===== config.mk =====
export PLATFORM = sky130hd
export DESIGN_NAME = bnsm_fifo
export DESIGN_NICKNAME = d
export VERILOG_FILES = /design/src/bnsm_fifo.sv
export SDC_FILE = /design/constraint.sdc
export NUM_CORES = 1
export LEC_CHECK = 0
export ABC_AREA = 1
export BUFFER_PORTS_ARGS = -buffer_cell sky130_fd_sc_hd__buf_4
export CAP_MARGIN = 15
export CORE_MARGIN = 8
export CORE_UTILIZATION = 55
export CTS_CLUSTER_SIZE = 12
export DETAILED_ROUTE_END_ITERATION = 10
export PLACE_DENSITY = 0.85
export SLEW_MARGIN = 20
export SYNTH_ARGS = -nofsm -noshare
export SYNTH_HDL_FRONTEND = slang
export SYNTH_SLANG_ARGS = --single-unit

===== constraint.sdc =====
create_clock -name clk -period 2.4 [get_ports clk]
set_input_delay 0.48 -clock clk [delete_from_list [all_inputs] [get_ports clk]]
set_output_delay 0.48 -clock clk [all_outputs]
set_load 0.01 [all_outputs]

===== src/bnsm_fifo.sv =====
// bnsm_fifo: short register queue between the front and the back
// no dependencies besides its parameters
module bnsm_fifo #(
  parameter int W     = 8,
  parameter int DEPTH = 4
) (
  input  logic         clk,
  input  logic         rst_n,
  input  logic         push_valid,
  output logic         push_ready,
  input  logic [W-1:0] push_data,
  output logic         pop_valid,
  input  logic         pop_ready,
  output logic [W-1:0] pop_data
);

  localparam int AW = (DEPTH > 1) ? $clog2(DEPTH) : 1;
  localparam logic [AW:0]   FULL_CNT = (AW+1)'(DEPTH);
  localparam logic [AW-1:0] LAST     = AW'(DEPTH - 1);

  logic [W-1:0]  mem_r [0:DEPTH-1];
  logic [AW-1:0] wp_r, rp_r;
  logic [AW:0]   cnt_r;
  logic          do_push, do_pop;

  assign push_ready = (cnt_r != FULL_CNT);
  assign pop_valid  = (cnt_r != '0);
  assign pop_data   = mem_r[rp_r];
  assign do_push    = push_valid && push_ready;
  assign do_pop     = pop_valid && pop_ready;

  // pointers and fill count
  always_ff @(posedge clk) begin
    if (!rst_n) begin
      wp_r  <= '0;
      rp_r  <= '0;
      cnt_r <= '0;
    end else begin
      if (do_push) wp_r <= (wp_r == LAST) ? '0 : wp_r + 1'b1;
      if (do_pop)  rp_r <= (rp_r == LAST) ? '0 : rp_r + 1'b1;
      if (do_push && !do_pop) cnt_r <= cnt_r + 1'b1;
      else if (do_pop && !do_push) cnt_r <= cnt_r - 1'b1;
    end
    if (do_push) mem_r[wp_r] <= push_data;
  end

endmodule


==> results by group <==
Status
  – Status: finished, final reports clean

Route
  – Residual DRC: 0
  – Post-route ant nets: 0
  – 1st-iter DRT viols: 98
  – Detailed Routing Iterations Pass 1: 4
  – Via count of the routed design: ~1100
  – Routed vias/inst: 5.25
  – Routed Wire Length: 3030 microns
  – WL/cell: between 10 and 15 microns

Setup path
  – CP Class: flip-flop to output port
  – CP endpoint kind: output port
  – Startpoint of the worst register-to-register path: cnt_r[1]
  – Startpoint types: flip-flop
  – Register-to-register setup slack: around 0.49 ns
  – RR Endpoint: cnt_r[1]
  – Crit path DAT: about 1.5 ns
  – Worst reg2reg path depth: 9
  – Critical Path RT: approximately 1.9 ns
  – Max Fanout on Critical Path: 10

Layout
  – Final instance area: around 0.0020 sq mm
  – Nets: a little under 200
  – # diodes: 0
  – Share of post-route cells with drive strength above 1: between 20 and 25%
  – Commonest non-fill, non-tap cells in the layout: nor2_1, edfxtp_1, buf_4, inv_1, o21ai_0
  – Area delta synth->final: 16.3%

Die
  – Area of the core: between 0.002 and 0.003 sq mm
  – Initial Util: about 57%
  – Num ports: 22
  – Die width: between 70 and 80 microns
  – Die Y: roughly 70 microns
  – # rows: 20
  – Die Footprint: 0.00510 sq mm

Clock network
  – Postcts setup bufs: 0
  – Reg clk slew, reported paths: 0.11 ns
  – Clock sinks: a little over 40
  – Post-CTS sizing: 0
  – Max Buffers Root-to-Sink: 2
  – Cts hold-fix bufs: 0
  – H-tree levels: 2
  – Worst-Skew Late Latency: between 0.3 and 0.4 ns
  – CTS buffer count: 5
  – CTS Root Cell: clkbuf_4
  – TritonCTS clock tree: built

Global routing
  – GRT overflow: 0
  – First-pass GRT wire length: approximately 5000 microns
  – Initial antenna violation count: 0
  – Vias in the first global route: ~1100
  – Largest net degree at the start of global routing: 17
  – GRT Overall Usage: 12.8%

Synth
  – Synth unique cells: 19
  – Yosys reg bits: between 40 and 50
  – Mapped cell area: 0.00169 sq mm
  – Syn_area_per_cell: 11.6 sq um
  – Post-synth top flop: edfxtp_1
  – Syn nets: 165
  – Ys async rst share: 0%
  – Warnings, synthesis: 0
  – Cells after Synth: between 100 and 150
  – Sequential cell area fraction in the yosys report: 67.5%
  – EDFF count, synth: 32

Power and ir drop
  – Reg power frac: between 40% and 50%
  – Pleak: between 0.7 and 0.8 nW
  – Clock power share: between 15 and 20%
  – Gate power share: around 36%
  – Switch share: a little over a third
  – Max VDD drop: approximately 0.66 mV
  – Switching power: slightly above 0.0007 W
  – Internal Pwr Total: 0.00134 W
  – Pwr/cell area: ~1000 mW/mm^2

Timing
  – Max-slew headroom: 79.4%
  – Final hold viol count: 0
  – Final Max Slew Viols: 0
  – Unrepaired setup endpoints after global routing: false
  – Crit path time final: 1.97 ns
  – Final setup TNS: 0 ns
  – Final period util: between 80 and 90%
  – Clock skew: about 0.011 ns
  – Slew @ Worst Pin: around 0.31 ns
  – Setup-failing EPs final: 0
  – Fmax: between 500 and 600 MHz

Place
  – RD Place Congestion: between 0.7 and 0.8
  – DP Area: ~0.0019 sq mm
  – Post-DP HPWL: 2230 microns
  – I/O Buffers: 21

Worst hold path
  – HP Start: push_data[2]
  – Hold path depth: 1
  – Worst hold path endpoint: mem_r[2][2]
  – Hold/Removal Path Class: input pin to flip-flop

Flow run
  – Max cap viols: 0
## cell usage after synthesis (2+ instances only)
library cell / count / area (sq um)
edfxtp_1: 32 / 961
nor2_1: 32 / 120
inv_1: 16 / 60.1
o21ai_0: 14 / 70.1
nand2_1: 13 / 48.8
dfxtp_1: 9 / 180
o22ai_1: 8 / 50.1
ha_1: 6 / 75.1
o21ai_2: 3 / 26.3
a21oi_1: 2 / 10.0
buf_6: 2 / 22.5
nand2_2: 2 / 12.5
## logic make-up (layout without fill, tap and decap cells)
family	count (synthesis)	in the layout	share of synthesized area (%)
adder cells (fa/ha/maj)	7	7	5.63
AO/OA/AOI/OAI	28	28	9.55
AND/OR/NAND/NOR	51	51	12.2
flip-flops	41	41	67.5
buffers and inverters	19	51	5.11
## metal layers
layer	vias to the layer above	global-route usage, %	part of all wire, %
li1	562	-	-
met1	519	13.3	42
met4	0	5.54	1.3
met2	22	22.8	52
met3	5	4.18	5.3
met5	-	0	0
## power by group through the flow
| stage | Combinational (W) | Sequential [W] | Clock (W) |
|---|---|---|---|
| 2_1_floorplan | 0.000469 | 0.000958 | 0 |
| 3_3_place_gp | 0.000694 | 0.000972 | 0 |
| 3_5_place_dp | 0.000749 | 0.000978 | 0 |
| 4_1_cts | 0.000750 | 0.000962 | 0.000358 |
| 5_1_grt | 0.000836 | 0.000975 | 0.000386 |
| 6_report | 0.000743 | 0.000962 | 0.000348 |
## critical path: stages (launching register included)
cell	delay, ns
dfxtp_1	0.48
buf_4	0.22
o21ai_0	0.11
o22ai_1	0.18
buf_4	0.15
## how the worst max path moves through the flow
| stage | cells after the start | start | slack, ns | to |
|---|---|---|---|---|
| floorplan | 9 | cnt_r[1] | 0.71 | cnt_r[1] |
| global placement | 8 | push_valid | 0.64 | cnt_r[1] |
| detailed placement | 9 | cnt_r[1] | 0.54 | cnt_r[1] |
| CTS | 4 | flip-flop | 0.39 | pop_data[1] |
| global route | 4 | flip-flop | 0.30 | pop_data[0] |
| finish | 4 | flip-flop | 0.43 | pop_data[1] |
## sequential cells by signal (all words and copies together) (netlist names), named ones only
| register | count |
|---|---|
| wp_r | 2 |
| cnt_r | 3 |
| mem_r | 32 |
| rp_r | 2 |
## area by class of cell
cell class                 count  area (sq um)
multi-input combinational     86           463
inverter                      17          63.8
fill                         218          1010
timing repair buffer          26           195
clock buffer                   7          55.1
tap                           33          41.3
sequential                    41          1140
clock inverter                 1          6.26
## metrics by stage
step	hold slack, ns	cells	total power, W	worst slack (ns)	util, %
after floorplan	0.491	146	0.00143	0.706	-
after global placement	0.501	203	0.00167	0.643	63.9
after detailed placement	0.527	203	0.00173	0.539	63.9
after CTS	0.321	211	0.00207	0.390	66.0
after global routing	0.311	211	0.00220	0.305	66.0
final	0.335	211	0.00205	0.431	66.0
No activity file was read; power rests on OpenSTA's default activity.
